--- src/hdl/wsps_pkg.sv ---
// Shared types and constants for the windowed site peak suppression block.
package wsps_pkg;
  localparam int unsigned DefBufferDepth = 64;
  localparam int unsigned PosW = 32;
  localparam int unsigned ScoreW = 32;
  localparam int unsigned WinW = 10;

  localparam logic [9:0] RstAccWindow = 10'd100;
  localparam logic [9:0] RstDonWindow = 10'd150;
  localparam logic [31:0] RstAccLimit = 32'd928139;
  localparam logic [31:0] RstDonLimit = 32'd866424;

  typedef enum logic [1:0] {
    RegAccWindow = 2'd0,
    RegDonWindow = 2'd1,
    RegAccLimit  = 2'd2,
    RegDonLimit  = 2'd3
  } reg_idx_e;

  typedef struct packed {
    logic [9:0]  acc_window;
    logic [9:0]  don_window;
    logic [31:0] acc_limit;
    logic [31:0] don_limit;
  } cfg_t;

  typedef struct packed {
    logic        has_site;
    logic        site_kind;
    logic [31:0] site_position;
    logic [31:0] site_score;
    logic        end_of_sequence;
  } in_word_t;

  typedef struct packed {
    logic [31:0] kept_position;
    logic        kept_kind;
    logic [31:0] kept_score;
    logic        high_confidence;
    logic        buffer_overflowed;
    logic        last_of_run;
  } out_word_t;
endpackage

--- src/hdl/wsps_cfg.sv ---
// APB-style configuration register file.
module wsps_cfg import wsps_pkg::*; (
  input  logic        clk_i,
  input  logic        rst_ni,
  input  logic        psel,
  input  logic        penable,
  input  logic        pwrite,
  input  logic [3:0]  paddr,
  input  logic [31:0] pwdata,
  output logic [31:0] prdata,
  output logic        pready,
  output cfg_t        cfg_o
);
  cfg_t cfg_q;
  reg_idx_e idx;
  assign idx = reg_idx_e'(paddr[3:2]);
  assign pready = 1'b1;
  assign cfg_o = cfg_q;

  always_ff @(posedge clk_i or negedge rst_ni) begin
    if (!rst_ni) begin
      cfg_q <= '{RstAccWindow, RstDonWindow, RstAccLimit, RstDonLimit};
    end else if (psel && penable && pwrite) begin
      unique case (idx)
        RegAccWindow: cfg_q.acc_window <= pwdata[9:0];
        RegDonWindow: cfg_q.don_window <= pwdata[9:0];
        RegAccLimit:  cfg_q.acc_limit <= pwdata;
        RegDonLimit:  cfg_q.don_limit <= pwdata;
        default: ;
      endcase
    end
  end

  always_comb begin
    unique case (idx)
      RegAccWindow: prdata = {22'd0, cfg_q.acc_window};
      RegDonWindow: prdata = {22'd0, cfg_q.don_window};
      RegAccLimit:  prdata = cfg_q.acc_limit;
      RegDonLimit:  prdata = cfg_q.don_limit;
      default:      prdata = '0;
    endcase
  end
endmodule

--- config.mk ---
export PLATFORM = sky130hd
export DESIGN_NAME = wsps_cfg
export DESIGN_NICKNAME = d
export VERILOG_FILES = /design/src/hdl/wsps_pkg.sv /design/src/hdl/wsps_cfg.sv
export SDC_FILE = /design/constraint.sdc
export NUM_CORES = 1
export LEC_CHECK = 0
export BUFFER_PORTS_ARGS = -buffer_cell sky130_fd_sc_hd__buf_4
export CORE_UTILIZATION = 31
export DETAILED_ROUTE_END_ITERATION = 8
export PLACE_DENSITY_LB_ADDON = 0.1
export SYNTH_ARGS = -nofsm -noshare
export SYNTH_HDL_FRONTEND = slang
export SYNTH_SLANG_ARGS = --single-unit
--- constraint.sdc ---
create_clock -name clk_i -period 1.2 [get_ports clk_i]
set_input_delay 0.12 -clock clk_i [delete_from_list [all_inputs] [get_ports clk_i]]
set_output_delay 0.12 -clock clk_i [all_outputs]
set_load 0.01 [all_outputs]
==> impl_metrics.tcl <==
set metrics [dict create \
    setup_viol 17 \
    layout_setup_ws_ps -258 \
    root_buffer "clkbuf_16" \
    period_needed_ps 1460 \
    num_io_pins 158 \
    p_leak_nw 3.06 \
    via_per_inst 4.49 \
    area_delta_synth_final_pct 60.6 \
    path_max_fanout 2 \
    core_um2 12200 \
    crit_type "register to primary output" \
    largest_register_ffs 84 \
    grt_pass1_wl_um 16100 \
    cap_viol_max_count 0 \
    fin_crit_sh_pct 122 \
    synth_cell_type_count 17 \
    fin_nets 514 \
    route.detailed.drc 0 \
    dp.cells 582 \
    instances_no_fill 646 \
    hp-class "input port to register" \
    pwr-share-seq_pct 37.1 \
    synth-warning-count 0 \
    synth-seq-area-share_pct 54.2 \
    final_core_util_pct 51.8 \
    clk_pin_slew_ps 60 \
    port-buffer-count 154 \
    critPathRequiredTime_ps 1080 \
    status "finished with violations" \
    cts.sinks 84 \
    drive_gt1_share_pct 77.4 \
    routed_wl_um 10700 \
    place_congestion 0.718 \
    synth.avg_cell_area_um2 16.0 \
    antenna_found_initial 0 \
    place_hpwl_um 7130 \
    synth.net_count 287 \
    cts.htree.levels 3 \
    violations "setup timing" \
    overflow 0 \
    synth_area_leaders "dfrtp_1, dfstp_2, mux2_2, mux2_4, mux4_2" \
    vdd_drop_max_uv 834 \
    antenna_cells 0 \
    synth_top_cell_by_area "dfrtp_1" \
    die_w_um 115 \
    end_kind "primary output" \
    p_sw_share_pct 27.6 \
    finalMaxSlewViolations 0 \
    firstDrtPassIters 4 \
    fin_skew_ps 0 \
    drt_iter0_drc 84 \
    numCtsBuffers 9 \
    antenna_left 0 \
    max_freq_mhz 686 \
    syn_area_um2 3940 \
    clkPwrFrac_pct 24.0 \
    floorplan.die_area_um2 13200 \
    yosysTopAreaCellShare_pct 36.2 \
    grt_max_degree 85 \
    dpl_cell_area_um2 5540 \
    track_usage_pct 16.2 \
    syn-instance-count 246 \
    grt_pass1_vias 2923 \
    vias 2898 \
    fin_area_um2 6320 \
    initial_utilization_pct 32.2 \
    cp.arrival_ps 1340 \
    comb_power_share_pct 38.9 \
    cts_buffer_depth 2 \
    cts_tree "yes" \
    die_h_um 115 \
    internal-power_mw 8.07 \
    netSwitchingPower_mw 3.08 \
    worstSetupStartpointType "register" \
    rows 40 \
    power_density_nw_per_um2 1760 \
    synth_seq_cells 84 \
    hold_viol 0 \
    clk_latency_ps 320 \
    rsz0062_at_grt "true" \
    wire_per_inst_um 16.5 \
]
[stage by stage]
| stage | power [mW] | hold slack, ps | setup TNS [ps] | worst slack [ps] |
|---|---|---|---|---|
| floorplan | 5.69 | -176 | 0 | 27.0 |
| global route | 11.7 | 19.5 | -4450 | -294 |
| global placement | 7.70 | 196 | -3820 | -189 |
| finish | 11.1 | 27.7 | -3040 | -258 |
| detailed placement | 7.74 | 193 | -4230 | -160 |
| CTS | 11.0 | 13.4 | -3300 | -281 |
[final timing paths]
check,slack [ps],depth (start not counted),from,endpoint
max in group asynchronous,430,3,rst_ni,cfg_o[43]$_DFFE_PN1P_
worst min register to register,540,1,cfg_o[14]$_DFFE_PN0P_,cfg_o[14]$_DFFE_PN0P_
worst max-delay path,-260,2,cfg_o[6]$_DFFE_PN1P_,prdata[6]
min in group asynchronous,370,3,rst_ni,cfg_o[1]$_DFFE_PN0P_
worst min-delay path,30,2,pwdata[25],cfg_o[57]$_DFFE_PN0P_
worst max register to register,190,3,cfg_o[36]$_DFFE_PN0P_,cfg_o[36]$_DFFE_PN0P_
[repair_timing]
item                                    CTS  global route
endpoints found under the hold margin    57             0
hold buffers                              1             0
buffers inserted                         33            15
gates resized for setup                  18            20
endpoints found under the setup margin   27            44
[synthesized netlist by cell type]
cell type	n
conb_1	1
nand3b_1	1
nor2b_1	22
buf_2	9
and3b_1	1
mux4_2	10
nand3_1	1
and3_4	1
buf_4	2
dfstp_2	27
dfrtp_1	57
mux2_4	30
mux2i_1	22
buf_6	4
mux2_2	54
clkbuf_1	3
nor3b_1	1
[kinds of logic after synthesis]
kind of cell	after synthesis	share of synthesized area [%]
buffers and inverters	18	2.95
flip-flops	84	54.2
multiplexers	116	38.2
other	1	0.0952
AND/OR/NAND/NOR	27	4.51
[worst max-delay path, stage by stage (launching register included)]
cell and delay (ps):
dfstp_2 380, mux4_2 490, buf_6 140
[layer usage]
metal	up-vias	wire length, um	global-route usage, %
met5	-	0	0
met4	0	81	5.11
met3	8	483	3.49
met2	93	5180	26.3
met1	1461	4920	21.8
li1	1336	-	-
[layout by cell type, fill, tap and decap left out, types with 4 or more instances in the layout]
cell type	synthesis	routed
buf_4	2	188
dfrtp_1	57	57
clkbuf_1	3	4
dfstp_2	27	27
mux2_4	30	30
clkbuf_16	0	9
buf_6	4	37
mux2i_1	22	22
mux4_2	10	10
nor2b_1	22	22
buf_12	0	8
mux2_2	54	54
[power groups by stage]
stage | clock [mW] | sequential, mW | combinational [mW]
finish | 2.68 | 4.13 | 4.33
global route | 2.86 | 4.22 | 4.64
CTS | 2.76 | 4.13 | 4.11
detailed placement | 0 | 4.23 | 3.51
global placement | 0 | 4.24 | 3.46
floorplan | 0 | 4.45 | 1.25
[cell type report]
class | count | area [um2]
Clock buffer | 13 | 240
Tap cell | 168 | 210
Multi-Input combinational cell | 144 | 1700
Fill cell | 1091 | 5890
Timing Repair Buffer | 234 | 2000
Clock inverter | 3 | 42.5
Sequential cell | 84 | 2140
Note: power is estimated with default switching activity, not from simulation.
